[config.mk]
export PLATFORM = sky130hd
export DESIGN_NAME = button_debounce_click_longpress
export DESIGN_NICKNAME = d
export VERILOG_FILES = /design/src/rtl/core/bdcl_pkg.sv /design/src/rtl/core/bdcl_front.sv /design/src/rtl/core/bdcl_queue.sv /design/src/rtl/core/bdcl_back.sv /design/src/rtl/core/button_debounce_click_longpress.sv
export SDC_FILE = /design/constraint.sdc
export NUM_CORES = 1
export LEC_CHECK = 0
export BUFFER_PORTS_ARGS = -buffer_cell sky130_fd_sc_hd__buf_4
export CORE_ASPECT_RATIO = 1.2
export CORE_MARGIN = 2
export CORE_UTILIZATION = 40
export DETAILED_ROUTE_END_ITERATION = 8
export GPL_ROUTABILITY_DRIVEN = 0
export PLACE_DENSITY = 0.69
export SYNTH_ARGS = -nofsm -noshare
export SYNTH_HDL_FRONTEND = slang
export SYNTH_SLANG_ARGS = --single-unit
[constraint.sdc]
create_clock -name clk -period 7.9 [get_ports clk]
set_input_delay 0.79 -clock clk [delete_from_list [all_inputs] [get_ports clk]]
set_output_delay 0.79 -clock clk [all_outputs]
set_load 0.005 [all_outputs]
[src/rtl/core/bdcl_pkg.sv]
package bdcl_pkg;

  typedef enum logic [2:0] {
    EV_DOWN   = 3'd0,
    EV_UP     = 3'd1,
    EV_CLICK  = 3'd2,
    EV_LONG   = 3'd3,
    EV_HOLD   = 3'd4,
    EV_UNLONG = 3'd5
  } event_t;

  // what one debounced scan asks the back end to report
  typedef enum logic [2:0] {
    ACT_DOWN      = 3'd0,
    ACT_LONG_HOLD = 3'd1,
    ACT_HOLD      = 3'd2,
    ACT_UP_CLICK  = 3'd3,
    ACT_UNLONG    = 3'd4
  } act_t;

  localparam int QDEPTH = 4;
  localparam int QAW    = 2;

  localparam int CFG_IDX_W  = 8;
  localparam int CFG_DATA_W = 16;

  localparam logic [CFG_IDX_W-1:0] CFG_ACTIVE_LOW    = 8'd0;
  localparam logic [CFG_IDX_W-1:0] CFG_USE_ANALOG    = 8'd1;
  localparam logic [CFG_IDX_W-1:0] CFG_ANALOG_TARGET = 8'd2;
  localparam logic [CFG_IDX_W-1:0] CFG_ANALOG_DELTA  = 8'd3;
  localparam logic [CFG_IDX_W-1:0] CFG_LONGPRESS_MS  = 8'd4;
  localparam logic [CFG_IDX_W-1:0] CFG_DEBOUNCE_MS   = 8'd5;
  localparam logic [CFG_IDX_W-1:0] CFG_BUTTON_ID     = 8'd6;

  localparam logic [15:0] LONGPRESS_RST = 16'd1000;
  localparam logic [7:0]  DEBOUNCE_RST  = 8'd20;

  typedef struct packed {
    logic        active_low;
    logic        use_analog;
    logic [9:0]  analog_target;
    logic [9:0]  analog_delta;
    logic [15:0] longpress_ms;
    logic [7:0]  settle_ms;
    logic [7:0]  button_id;
  } cfg_t;

  // handshake between queue and its neighbors
  typedef struct packed {
    logic full;
    logic empty;
  } qstat_t;

endpackage

[src/rtl/core/bdcl_front.sv]
module bdcl_front (
  input  logic                clk,
  input  logic                rst_n,
  input  bdcl_pkg::cfg_t      cfg,
  input  logic                accept,
  input  logic                pin_level,
  input  logic [9:0]          adc_sample,
  input  logic [31:0]         now_ms,
  output logic                push,
  output bdcl_pkg::act_t      push_act
);

  logic        last_level_r, last_level_nxt;
  logic [31:0] deb_stamp_r, deb_stamp_nxt;
  logic [31:0] press_stamp_r, press_stamp_nxt;
  logic        long_r, long_nxt;
  logic        held_r, held_nxt;

  logic [9:0]  adiff;
  logic        level;
  logic        changed;
  logic [31:0] deb_dt;
  logic [31:0] press_dt;
  logic        debounced;
  logic        long_due;

  always_comb begin
    adiff = (adc_sample >= cfg.analog_target) ? adc_sample - cfg.analog_target
                                              : cfg.analog_target - adc_sample;
    if (cfg.use_analog) begin
      level = adiff < cfg.analog_delta;
    end else begin
      level = pin_level ^ cfg.active_low;
    end
    changed   = level != last_level_r;
    deb_dt    = now_ms - deb_stamp_r;
    press_dt  = now_ms - press_stamp_r;
    // a level change restarts the stamp, so elapsed time is zero then
    debounced = !changed && (deb_dt > {24'd0, cfg.settle_ms});
    long_due  = press_dt >= {16'd0, cfg.longpress_ms};
  end

  always_comb begin
    last_level_nxt  = last_level_r;
    deb_stamp_nxt   = deb_stamp_r;
    press_stamp_nxt = press_stamp_r;
    long_nxt        = long_r;
    held_nxt        = held_r;
    push            = 1'b0;
    push_act        = bdcl_pkg::ACT_DOWN;
    if (accept) begin
      last_level_nxt = level;
      if (changed) begin
        deb_stamp_nxt = now_ms;
      end
      if (debounced) begin
        if (level) begin
          if (!held_r) begin
            push            = 1'b1;
            push_act        = bdcl_pkg::ACT_DOWN;
            press_stamp_nxt = now_ms;
            held_nxt        = 1'b1;
          end else if (!long_r) begin
            if (long_due) begin
              push     = 1'b1;
              push_act = bdcl_pkg::ACT_LONG_HOLD;
              long_nxt = 1'b1;
            end
          end else begin
            push     = 1'b1;
            push_act = bdcl_pkg::ACT_HOLD;
          end
        end else if (held_r) begin
          push     = 1'b1;
          push_act = long_r ? bdcl_pkg::ACT_UNLONG : bdcl_pkg::ACT_UP_CLICK;
          long_nxt = 1'b0;
          held_nxt = 1'b0;
        end
      end
    end
  end

  always_ff @(posedge clk) begin
    if (!rst_n) begin
      last_level_r  <= 1'b0;
      deb_stamp_r   <= 32'd0;
      press_stamp_r <= 32'd0;
      long_r        <= 1'b0;
      held_r        <= 1'b0;
    end else begin
      last_level_r  <= last_level_nxt;
      deb_stamp_r   <= deb_stamp_nxt;
      press_stamp_r <= press_stamp_nxt;
      long_r        <= long_nxt;
      held_r        <= held_nxt;
    end
  end

endmodule

[src/rtl/core/bdcl_queue.sv]
module bdcl_queue (
  input  logic              clk,
  input  logic              rst_n,
  input  logic              push,
  input  bdcl_pkg::act_t    push_act,
  input  logic              pop,
  output bdcl_pkg::act_t    pop_act,
  output bdcl_pkg::qstat_t  stat
);

  bdcl_pkg::act_t             mem_r [bdcl_pkg::QDEPTH];
  logic [bdcl_pkg::QAW-1:0]   wr_ptr_r, wr_ptr_nxt;
  logic [bdcl_pkg::QAW-1:0]   rd_ptr_r, rd_ptr_nxt;
  logic [bdcl_pkg::QAW:0]     count_r, count_nxt;
  logic                       do_push;
  logic                       do_pop;

  always_comb begin
    stat.full  = count_r == (bdcl_pkg::QAW+1)'(bdcl_pkg::QDEPTH);
    stat.empty = count_r == '0;
    do_push    = push && !stat.full;
    do_pop     = pop && !stat.empty;
    pop_act    = mem_r[rd_ptr_r];
    wr_ptr_nxt = do_push ? wr_ptr_r + 1'b1 : wr_ptr_r;
    rd_ptr_nxt = do_pop ? rd_ptr_r + 1'b1 : rd_ptr_r;
    count_nxt  = count_r;
    if (do_push && !do_pop) begin
      count_nxt = count_r + 1'b1;
    end else if (do_pop && !do_push) begin
      count_nxt = count_r - 1'b1;
    end
  end

  always_ff @(posedge clk) begin
    if (do_push) begin
      mem_r[wr_ptr_r] <= push_act;
    end
  end

  always_ff @(posedge clk) begin
    if (!rst_n) begin
      wr_ptr_r <= '0;
      rd_ptr_r <= '0;
      count_r  <= '0;
    end else begin
      wr_ptr_r <= wr_ptr_nxt;
      rd_ptr_r <= rd_ptr_nxt;
      count_r  <= count_nxt;
    end
  end

endmodule

[src/rtl/core/bdcl_back.sv]
module bdcl_back (
  input  logic              clk,
  input  logic              rst_n,
  input  bdcl_pkg::cfg_t    cfg,
  input  bdcl_pkg::qstat_t  qstat,
  input  bdcl_pkg::act_t    q_act,
  output logic              pop,
  input  logic              out_stall,
  output logic              out_valid,
  output logic [2:0]        out_event_res,
  output logic [7:0]        out_button,
  output logic              out_last
);

  logic             valid_r, valid_nxt;
  bdcl_pkg::event_t ev_r, ev_nxt;
  logic [7:0]       button_r, button_nxt;
  logic             last_r, last_nxt;
  logic             pend_r, pend_nxt;
  bdcl_pkg::event_t pend_ev_r, pend_ev_nxt;
  logic             take;

  always_comb begin
    take        = !valid_r || !out_stall;
    pop         = 1'b0;
    valid_nxt   = valid_r;
    ev_nxt      = ev_r;
    button_nxt  = button_r;
    last_nxt    = last_r;
    pend_nxt    = pend_r;
    pend_ev_nxt = pend_ev_r;
    if (take) begin
      if (pend_r) begin
        // second event of a two-event scan
        valid_nxt = 1'b1;
        ev_nxt    = pend_ev_r;
        last_nxt  = 1'b1;
        pend_nxt  = 1'b0;
      end else if (!qstat.empty) begin
        pop        = 1'b1;
        valid_nxt  = 1'b1;
        button_nxt = cfg.button_id;
        last_nxt   = 1'b1;
        case (q_act)
          bdcl_pkg::ACT_DOWN: begin
            ev_nxt = bdcl_pkg::EV_DOWN;
          end
          bdcl_pkg::ACT_LONG_HOLD: begin
            ev_nxt      = bdcl_pkg::EV_LONG;
            last_nxt    = 1'b0;
            pend_nxt    = 1'b1;
            pend_ev_nxt = bdcl_pkg::EV_HOLD;
          end
          bdcl_pkg::ACT_HOLD: begin
            ev_nxt = bdcl_pkg::EV_HOLD;
          end
          bdcl_pkg::ACT_UP_CLICK: begin
            ev_nxt      = bdcl_pkg::EV_UP;
            last_nxt    = 1'b0;
            pend_nxt    = 1'b1;
            pend_ev_nxt = bdcl_pkg::EV_CLICK;
          end
          bdcl_pkg::ACT_UNLONG: begin
            ev_nxt = bdcl_pkg::EV_UNLONG;
          end
          default: begin
            ev_nxt = bdcl_pkg::EV_HOLD;
          end
        endcase
      end else begin
        valid_nxt = 1'b0;
      end
    end
  end

  always_ff @(posedge clk) begin
    if (!rst_n) begin
      valid_r <= 1'b0;
      pend_r  <= 1'b0;
    end else begin
      valid_r <= valid_nxt;
      pend_r  <= pend_nxt;
    end
  end

  always_ff @(posedge clk) begin
    ev_r      <= ev_nxt;
    button_r  <= button_nxt;
    last_r    <= last_nxt;
    pend_ev_r <= pend_ev_nxt;
  end

  assign out_valid     = valid_r;
  assign out_event_res = ev_r;
  assign out_button    = button_r;
  assign out_last      = last_r;

endmodule

[src/rtl/core/button_debounce_click_longpress.sv]
// channel | direction | handshake         | payload
// in      | input     | in_valid/in_stall | in_pin_level, in_adc_sample, in_now_ms
// out     | output    | out_valid/out_stall | out_event_res, out_button, out_last
// cfg     | input     | cfg_valid/cfg_ready | cfg_index, cfg_data
//
// a scan is taken whenever the four-entry action queue has room;
// a scan whose result is one event leaves as a single transfer from the output register,
// a scan with two events (longpress+hold, up+click) occupies the output register
// for both of its events in turn, and the next queued action waits until both have left.
// synchronous active-low reset clears debounce/press state and the queue;
// out_stall holds the output register, in_stall rises only when the queue is full.
module button_debounce_click_longpress (
  input  logic                               clk,
  input  logic                               rst_n,
  input  logic                               in_valid,
  output logic                               in_stall,
  input  logic                               in_pin_level,
  input  logic [9:0]                         in_adc_sample,
  input  logic [31:0]                        in_now_ms,
  output logic                               out_valid,
  input  logic                               out_stall,
  output logic [2:0]                         out_event_res,
  output logic [7:0]                         out_button,
  output logic                               out_last,
  input  logic                               cfg_valid,
  output logic                               cfg_ready,
  input  logic [bdcl_pkg::CFG_IDX_W-1:0]     cfg_index,
  input  logic [bdcl_pkg::CFG_DATA_W-1:0]    cfg_data
);

  bdcl_pkg::cfg_t   cfg_r, cfg_nxt;
  bdcl_pkg::qstat_t qstat;
  bdcl_pkg::act_t   push_act;
  bdcl_pkg::act_t   pop_act;
  logic             push;
  logic             pop;
  logic             accept;

  assign cfg_ready = 1'b1;

  always_comb begin
    cfg_nxt = cfg_r;
    if (cfg_valid) begin
      case (cfg_index)
        bdcl_pkg::CFG_ACTIVE_LOW:    cfg_nxt.active_low    = cfg_data[0];
        bdcl_pkg::CFG_USE_ANALOG:    cfg_nxt.use_analog    = cfg_data[0];
        bdcl_pkg::CFG_ANALOG_TARGET: cfg_nxt.analog_target = cfg_data[9:0];
        bdcl_pkg::CFG_ANALOG_DELTA:  cfg_nxt.analog_delta  = cfg_data[9:0];
        bdcl_pkg::CFG_LONGPRESS_MS:  cfg_nxt.longpress_ms  = cfg_data[15:0];
        bdcl_pkg::CFG_DEBOUNCE_MS:   cfg_nxt.settle_ms     = cfg_data[7:0];
        bdcl_pkg::CFG_BUTTON_ID:     cfg_nxt.button_id     = cfg_data[7:0];
        default: begin
        end
      endcase
    end
  end

  always_ff @(posedge clk) begin
    if (!rst_n) begin
      cfg_r.active_low    <= 1'b1;
      cfg_r.use_analog    <= 1'b0;
      cfg_r.analog_target <= 10'd0;
      cfg_r.analog_delta  <= 10'd0;
      cfg_r.longpress_ms  <= bdcl_pkg::LONGPRESS_RST;
      cfg_r.settle_ms     <= bdcl_pkg::DEBOUNCE_RST;
      cfg_r.button_id     <= 8'd0;
    end else begin
      cfg_r <= cfg_nxt;
    end
  end

  assign in_stall = qstat.full;
  assign accept   = in_valid && !qstat.full;

  bdcl_front u_front (
    .clk        (clk),
    .rst_n      (rst_n),
    .cfg        (cfg_r),
    .accept     (accept),
    .pin_level  (in_pin_level),
    .adc_sample (in_adc_sample),
    .now_ms     (in_now_ms),
    .push       (push),
    .push_act   (push_act)
  );

  bdcl_queue u_queue (
    .clk      (clk),
    .rst_n    (rst_n),
    .push     (push),
    .push_act (push_act),
    .pop      (pop),
    .pop_act  (pop_act),
    .stat     (qstat)
  );

  bdcl_back u_back (
    .clk           (clk),
    .rst_n         (rst_n),
    .cfg           (cfg_r),
    .qstat         (qstat),
    .q_act         (pop_act),
    .pop           (pop),
    .out_stall     (out_stall),
    .out_valid     (out_valid),
    .out_event_res (out_event_res),
    .out_button    (out_button),
    .out_last      (out_last)
  );

endmodule

After elaboration in Yosys (flattened, before gate mapping) --
Memories as Yosys holds them, arrays and structs flattened. A register that Yosys moved wholly into a read port is not among the register bits. Index checks and enable logic that the tools add are counted.
Word-level totals: input bits 72, memory bits (writable) 12, memories 1, register bits 145, output and inout port bits 15
Memories:
- u_queue.mem_r | words 4, width 3, read ports 1, clocked after memory_dff 1, wr ports 1, RTL line bdcl_queue.sv:11 | bdcl_pkg::act_t mem_r [bdcl_pkg::QDEPTH];
Cells by class: equal/unequal tests 12, mux-type cells 40, add/subtract/negate cells 8, order comparisons 4, bitwise logic cells 4, reduce and logical (&&, ||, !) cells 34
Operators by type and width (count):
- 32-bit subtractor | 2
- 32-bit by 16-bit >= comparator with 1-bit output | 1
- 32-bit by 8-bit greater-than comparator with 1-bit output | 1
- 3-bit 2-to-1 mux | 10
- 8-bit by 3-bit equality test with 1-bit output (second input constant) | 3
- 1-bit 2-to-1 mux | 24
- 2-bit AND reduction | 10
- 10-bit subtractor | 2
- 8-bit by 2-bit equality test with 1-bit output (second input constant) | 2
- 3-bit one-hot mux with 4 select lines | 1
- 10-bit >= comparator | 1
- 10-bit less-than comparator | 1
- 10-bit 2-to-1 mux | 1
- 8-bit by 1-bit equality test with 1-bit output (second input constant) | 1
- 8-bit logical NOT | 1
- 4-bit AND reduction | 2
- 1-bit logical NOT | 7
- 3-bit equality test (second input constant) | 2
- 1-bit logical AND | 6
- 3-bit logical NOT | 2
- 2-bit 2-to-1 mux | 3
- 3-bit one-hot mux with 2 select lines | 1
- 3-bit AND reduction | 2
- 2-bit by 1-bit adder with 2-bit output (second input constant) | 2
- other kinds (11) | 14

Depth between registers and ports, before layout --
Gate-level depths: netlist of the first run.
word-level depth 14, mapped depth 31

Modules after synthesis --
A second synthesis of the first run with hierarchy kept.
Second synthesis, totals: cells, all modules 1468, area, all modules 11827.6 sq um
Modules (own cells, without submodules):
- bdcl_front | cells an instance 1152, seq. area each 1341.3 sq um, instances 1, area an instance 8146.6 sq um
- button_debounce_click_longpress | cells an instance 215, seq. area each 1081.0 sq um, instances 1, area an instance 2163.3 sq um
- bdcl_queue | cells an instance 63, seq. area each 540.5 sq um, instances 1, area an instance 917.1 sq um
- bdcl_back | cells an instance 38, seq. area each 460.4 sq um, instances 1, area an instance 600.6 sq um

Worst setup path after synthesis of the first run --
No wires, ideal clock.
path kind in2reg, start point input port in_adc_sample[0], end point register u_queue.count_r[2] (netlist name), stages 30, arrival 6.361 ns, data required time 7.830 ns, path buffers 2, path slack 1.469 ns, cells stage by stage inv_1 ha_1 inv_1 fa_1 a21o_1 a21oi_1 nor2_1 o21a_1 o31a_1 o21ai_0 a21oi_1 clkbuf_1 mux2_2 ha_1 a21boi_0 o21a_1 o21a_1 o21ai_0 a21oi_1 o21ai_0 a21o_1 buf_1 mux2i_1 a311oi_4 ha_1 inv_1 fa_1 xor2_1 or3_1 a21oi_1
On the way: word-level cells in the longest chain between the ends 13
RTL lines:
- start, declared | RTL line button_debounce_click_longpress.sv:18 | input logic [9:0] in_adc_sample,
- 10-bit subtractor (tied with other cells) | RTL line bdcl_front.sv:29 | : cfg.analog_target - adc_sample;
- 10-bit 2-to-1 mux * | RTL line bdcl_front.sv:28 | adiff = (adc_sample >= cfg.analog_target) ? adc_sample - cfg.analog_target
- 10-bit less-than comparator * | RTL line bdcl_front.sv:31 | level = adiff < cfg.analog_delta;
- 1-bit 2-to-1 mux * | RTL line bdcl_front.sv:30 | if (cfg.use_analog) begin
- 1-bit != test | RTL line bdcl_front.sv:35 | changed = level != last_level_r;
- 1-bit logical NOT | RTL line bdcl_front.sv:39 | debounced = !changed && (deb_dt > {24'd0, cfg.settle_ms});
- 1-bit logical AND | RTL line bdcl_front.sv:39
- 1-bit 2-to-1 mux * | RTL line bdcl_front.sv:56 | if (debounced) begin
- 1-bit 2-to-1 mux * | RTL line bdcl_front.sv:51 | if (accept) begin
- 1-bit logical AND * | RTL line bdcl_queue.sv:21 | do_push = push && !stat.full;
- net u_queue.do_push | RTL line bdcl_queue.sv:15 | logic do_push;
- 1-bit logical NOT | RTL line bdcl_queue.sv:29 | end else if (do_pop && !do_push) begin
- 1-bit logical AND | RTL line bdcl_queue.sv:29
- 2-bit nonzero test (no line)
- end signal, assigned | RTL line bdcl_queue.sv:48 | count_r <= count_nxt;
- end, declared | RTL line bdcl_queue.sv:14 | logic [bdcl_pkg::QAW:0] count_r, count_nxt;
The timed path passes the listed nets; every way through them passes the cells marked *. A chain may end at the register's enable or synchronous reset.

Worst setup path after layout of the first run --
Ends and elaborated chain as after synthesis.

==> results.cfg, run 1 <==
[logic_synthesis]
syn-num-nets = 1673
yosysWarningCount = 0
synth_area_sq_um = 11800
ys_types = 91
synth_edf_count = 26
syn_avg_cell_area_sq_um = 7.98
async_reset_ff_share_pct = 0
synth_seq_area_share_pct = 29.0
synth_ff_type = dfxtp_1
synth_seq_cells = 158
synth_cells = 1477

[critical_path]
cp-start-kind = primary input
worstPathRequired_ns = 8.25
slowest_stage = a311oi_4
path_buf_inv = 5
critPathArrivalTime_ns = 6.64
path_delay_family = compound AO/OA/AOI/OAI gates
critPathMaxFanout = 14
cpMostUsedCell = a21oi_1
criticalPathCategory = primary input to register
end_kind = register
max_stage_delay_ns = 0.46

[placement]
hpwl_um = 23200
dpl_worst_slack_ns = 1.17
dp.cells = 1886
port_buffers = 85

[hold_path]
hp-class = register to register

[cells_and_area]
diodes = 0
layout.nets = 1716
final_util_pct = 45.8
most-common-layout-cells = 165 x a21oi_1, 152 x nand2_1, 148 x inv_1, 132 x dfxtp_1, 119 x ha_1
fillers = 2876
fin_cells = 1918
drive_gt1_share_pct = 10.4
final_common_cell = a21oi_1
regArea_sq_um = 3420
area_growth_pct = 12.4
multi_input_area_sq_um = 7520

[drt]
viasPerCell = 5.58
totalWireLength_um = 30500
drt-pass1-iter-count = 7
drc_errors = 0
vias = 10700
ant_nets = 0
wl_per_cell_um = 15.9
drtIter0Drc = 702

[floorplan]
start_util_pct = 40.8
io_pins = 87
rows = 68
fp.dieH_um = 192
die_w_um = 161
die_area_sq_um = 30900
core_sq_um = 28900

[run]
drv_cap = 0

[sta]
slew_headroom_pct = 20.0
drv_slew = 0
period_needed_ns = 6.30
fmax_ghz = 0.159
finalHoldViolCount = 0
rsz0062_at_grt = no
tightestPinTransition_ns = 1.20
finClkSkew_ns = 0.0136
finalCritPeriodShare_pct = 79.7
layout_setup_ws_ns = 1.60
tns_ns = 0
setup_violations = 0

[cts]
htree_levels = 4
clockBufferDepth = 2
cts-root-buf = clkbuf_16
clk-insertion-delay-late_ns = 0.44
numCtsBuffers = 17
clkSlewWorstSetupHoldPaths_ns = 0.06
clock_sinks = 158
tritoncts = yes
cts_hold_buf = 0
postCtsSetupRepairBufs = 0
cts_resized = 0

[pwr]
power.total_mw = 2.69
ir_drop_mv = 0.137
pwr_density_cell_nw_per_um2 = 203
power.leakage_nw = 5.20

[grt]
gr-total-overflow = 0
grt_use_total_pct = 19.7
antenna_found_initial = 0
grt_pass1_vias = 10100
grt_max_degree = 71
grt_pass1_wl_um = 49800

[run_status]
status = complete, no violations
per-stage QoR:
step / area [sq um] / hold WS, ns
floorplan: 11800 / 0.408
global placement: 12700 / 0.416
detailed placement: 12700 / 0.418
CTS: 13300 / 0.432
global route: 13300 / 0.448
finish: 13300 / 0.433
final cells by class:
cell class / count / share of cell area (%)
multi-input combinational: 1103 / 56.7
clock inverter: 15 / 1.20
clock buffer: 17 / 3.21
timing repair buffer: 91 / 5.15
tap: 385 / 3.63
inverter: 149 / 4.23
sequential: 158 / 25.8
power breakdown:
group          switching, mW  internal [mW]  leakage, nW
sequential            0.0435          0.908         1.31
combinational          0.529          0.370         3.61
clock                  0.369          0.470        0.278
total                  0.941           1.75         5.20
worst reg2reg max path, delay by kind of cell (launching register included):
| kind | cells | cell delay [ns] |
|---|---|---|
| AO/OA/AOI/OAI | 15 | 2.92 |
| adder cells (fa/ha/maj) | 5 | 1.43 |
| multiplexers | 2 | 0.50 |
| flip-flops | 1 | 0.36 |
| AND/OR/NAND/NOR | 2 | 0.36 |
| buffers and inverters | 3 | 0.32 |
| XOR/XNOR | 1 | 0.18 |
state kept, by name, indices dropped and copies added (netlist names), named ones only:
name and flops:
cfg_r 54, u_back.out_button 8, u_back.out_event_res 3, u_back.out_last 1
u_back.out_valid 1, u_back.pend_ev_r 2, u_back.pend_r 1, u_front.deb_stamp_r 32
u_front.held_r 1, u_front.last_level_r 1, u_front.long_r 1, u_front.press_stamp_r 32
u_queue.count_r 3, u_queue.mem_r 12, u_queue.rd_ptr_r 2, u_queue.wr_ptr_r 2
metal layers:
| metal | GRT usage [%] | vias to the layer above | routed length (um) |
|---|---|---|---|
| li1 | - | 5333 | - |
| met1 | 24.2 | 5024 | 13400 |
| met2 | 35.5 | 300 | 15000 |
| met3 | 3.24 | 54 | 1500 |
| met4 | 5.39 | 0 | 644 |
| met5 | 0 | - | 0 |
cells by family (layout without fill, tap and decap cells):
logic type | after synthesis | in the layout | share of synthesized area (%)
other | 1 | 1 | 0.0318
AND/OR/NAND/NOR | 431 | 431 | 17.4
buffers and inverters | 216 | 272 | 7.32
flip-flops | 158 | 158 | 29.0
multiplexers | 60 | 60 | 5.45
XOR/XNOR | 50 | 50 | 3.71
adder cells (fa/ha/maj) | 124 | 124 | 13.5
AO/OA/AOI/OAI | 437 | 437 | 23.6
path summary, 6_finish.rpt:
path | startpoint | to | slack [ns] | depth (start not counted)
hold reg to reg | cfg_r[2] | u_back.out_button[2] | 0.43 | 0
setup / recovery | in_adc_sample[0] | u_queue.count_r[2] | 1.60 | 30
hold / removal | cfg_r[2] | u_back.out_button[2] | 0.43 | 0
setup reg to reg | cfg_r[42] | u_queue.count_r[2] | 1.75 | 28
cell usage after synthesis (all sizes together) (4+ instances only):
cell	instances	share of area (%)
mux2	4	0.38
o21a	24	1.5
nand4	22	1.2
xor2	17	1.3
fa	5	0.85
buf	26	1.3
and3	6	0.32
o211a	4	0.34
a221oi	5	0.52
nand2b	8	0.42
a32oi	4	0.30
a21o	32	2.0
o211ai	16	1.2
nand4b	4	0.30
edfxtp	26	6.6
or3	7	0.37
a311oi	4	0.45
o21ai	97	4.2
clkbuf	41	1.3
nand2	152	4.8
a211oi	13	0.87
nor4	10	0.76
xnor2	33	2.5
nand3b	6	0.38
nand3	47	2.0
dfxtp	132	22
nor3	25	1.1
ha	119	13
nor2b	10	0.53
nor3b	7	0.45
and2	7	0.39
nor2	107	3.4
mux2i	53	4.5
a31oi	15	0.80
o21bai	14	0.99
a21oi	166	7.1
inv	149	4.7
(Power assumes the default switching activity.)
==> run 2, diff against run 1 <==
==> constraint.sdc (replaced) <==
create_clock -name clk -period 6.02 [get_ports clk]
set_input_delay 0.602 -clock clk [delete_from_list [all_inputs] [get_ports clk]]
set_output_delay 0.602 -clock clk [all_outputs]
set_load 0.005 [all_outputs]
==> run 2 against run 1 <==
  * Sequential share of layout area fell by 0.16 points
  * Largest power group unchanged
  * Combinational power rose by 33%
  * Critical path depth fell by 7
  * Global-route usage fell by 0.066 points
  * Highest routed layer unchanged
==> results.cfg, run 2 (synthesized netlist as in run 1, its figures left out) <==
[cts]
postCtsSetupRepairBufs = 0
clk-insertion-delay-late_ns = 0.44
cts_resized = 0
tritoncts = yes
cts-root-buf = clkbuf_16
numCtsBuffers = 17
cts_hold_buf = 0
clock_sinks = 158
clockBufferDepth = 2
htree_levels = 4
clkSlewWorstSetupHoldPaths_ns = 0.07

[cells_and_area]
fillers = 2854
diodes = 0
final_common_cell = a21oi_1
layout.nets = 1730
area_growth_pct = 13.1
top_regs = cfg_r: 54 flops, u_front.deb_stamp_r: 32 flops, u_front.press_stamp_r: 32 flops
fin_cells = 1932
regMostFlops = cfg_r
most-common-layout-cells = 164 x a21oi_1, 152 x nand2_1, 148 x inv_1, 132 x dfxtp_1, 119 x ha_1
drive_gt1_share_pct = 11.4
largest_reg_flops = 54

[grt]
grt_use_total_pct = 19.6
grt_pass1_vias = 10100
grt_pass1_wl_um = 49500
antenna_found_initial = 0
grt_max_degree = 89
gr-total-overflow = 0

[drt]
totalWireLength_um = 30200
drtIter0Drc = 800
drc_errors = 0
drt-pass1-iter-count = 5
ant_nets = 0
viasPerCell = 5.54
vias = 10700
wl_per_cell_um = 15.6

[critical_path]
critPathArrivalTime_ns = 6.01
end_kind = register
cp-start-kind = register
slowest_stage = or4_1
crit_chain = inv_1, ha_1, nor2b_1, o2111ai_1, a211oi_1, nor2_1, o21ai_0, a31oi_1, xnor2_1, ha_1, a221oi_1, nand4b_1, or4_1, nor3_2, or4b_4, nor4_4, a311oi_4, ha_1, inv_1, fa_1, xor2_1, or3_1, a21oi_1
r2r-start = u_front.press_stamp_r[1]
criticalPathCategory = register to register
max_stage_delay_ns = 0.50
cpMostUsedCell = ha_1
critPathMaxFanout = 3
crit_cells = 23
path_delay_family = simple AND/OR/NAND/NOR gates
reg2reg_depth = 23
critPathLaunch = u_front.press_stamp_r[1]
path_buf_inv = 2
reg2reg_to = u_queue.count_r[2]
ff2ff_setup_slack_ns = 0.37
worstPathRequired_ns = 6.38
endpoint = u_queue.count_r[2]

[sta]
fmax_ghz = 0.177
slew_headroom_pct = 23.2
period_needed_ns = 5.65
finalCritPeriodShare_pct = 93.9
holdWs_ns = 0.420
finClkSkew_ns = 0.0156
setup_violations = 0
drv_slew = 0
finalHoldViolCount = 0
rsz0062_at_grt = no
tightestPinTransition_ns = 1.15

[run_status]
status = complete, no violations

[run]
drv_cap = 0

[pwr]
pwr_density_cell_nw_per_um2 = 262
power.total_mw = 3.49
ir_drop_mv = 0.164
power.leakage_nw = 5.26

[floorplan]
core_sq_um = 28900
die_w_um = 161
fp.dieH_um = 192
rows = 68
io_pins = 87
die_area_sq_um = 30900
start_util_pct = 40.8

[placement]
dp.cells = 1900
port_buffers = 85
hpwl_um = 23200

[hold_path]
hp-class = primary input to register
-- run 2: changes by cell type in the layout (fill, tap and decap cells not counted), moves of 2 or more --
cell | before | now
inv_8 | 1 | 3
clkinv_4 | 0 | 2
buf_4 | 91 | 105
bufinv_16 | 2 | 0
clkinv_1 | 2 | 0
-- run 2: metal layers --
layer  global-route usage, %  up-vias  part of all wire, %
li1                        -     5357                    -
met3                    3.39       46                  5.1
met1                    23.9     5001                   44
met5                       0        -                    0
met4                    5.87        0                  2.3
met2                    35.3      303                   49
-- run 2: worst min-delay path, delay by kind of cell --
kind | cells | cell delay [ns]
buffers and inverters | 1 | 0.11
and+or+nand+nor | 1 | 0.05
AOI/OAI and AO/OA | 1 | 0.05
-- run 2: layout make-up --
cell class                      count  area (sq um)  share of cell area [%]
Clock buffer                       18           429                    3.22
Clock inverter                     14           125                   0.938
Inverter                          149           561                    4.20
Multi-Input combinational cell   1103          7530                    56.5
Sequential cell                   158          3420                    25.7
Tap cell                          385           482                    3.61
Timing Repair Buffer              105           788                    5.91
-- run 2: worst min path at each step --
stage,startpoint,end,cells after the start
2_1_floorplan,cfg_r[0],u_back.out_button[0],0
3_3_place_gp,cfg_r[5],u_back.out_button[5],0
3_5_place_dp,cfg_r[2],u_back.out_button[2],0
4_1_cts,cfg_data[15],cfg_r[31],3
5_1_grt,cfg_data[14],cfg_r[30],3
6_report,cfg_data[15],cfg_r[31],3
-- run 2: metrics by stage --
step	worst slack, ns	setup TNS (ns)	area [sq um]	util (%)
5_1_grt	0.0115	0	13300	46.1
3_5_place_dp	-0.0385	-0.0385	12800	44.2
6_report	0.369	0	13300	46.1
4_1_cts	0.360	0	13300	46.1
3_3_place_gp	-0.00456	-0.00456	12800	44.2
2_1_floorplan	0.0495	0	11800	-
-- run 2: power breakdown --
group | switching, mW | total (mW) | leakage, nW | internal [mW]
clock | 0.496 | 1.04 | 0.260 | 0.543
sequential | 0.0572 | 1.25 | 1.31 | 1.19
combinational | 0.700 | 1.20 | 3.68 | 0.501
total | 1.25 | 3.49 | 5.26 | 2.24
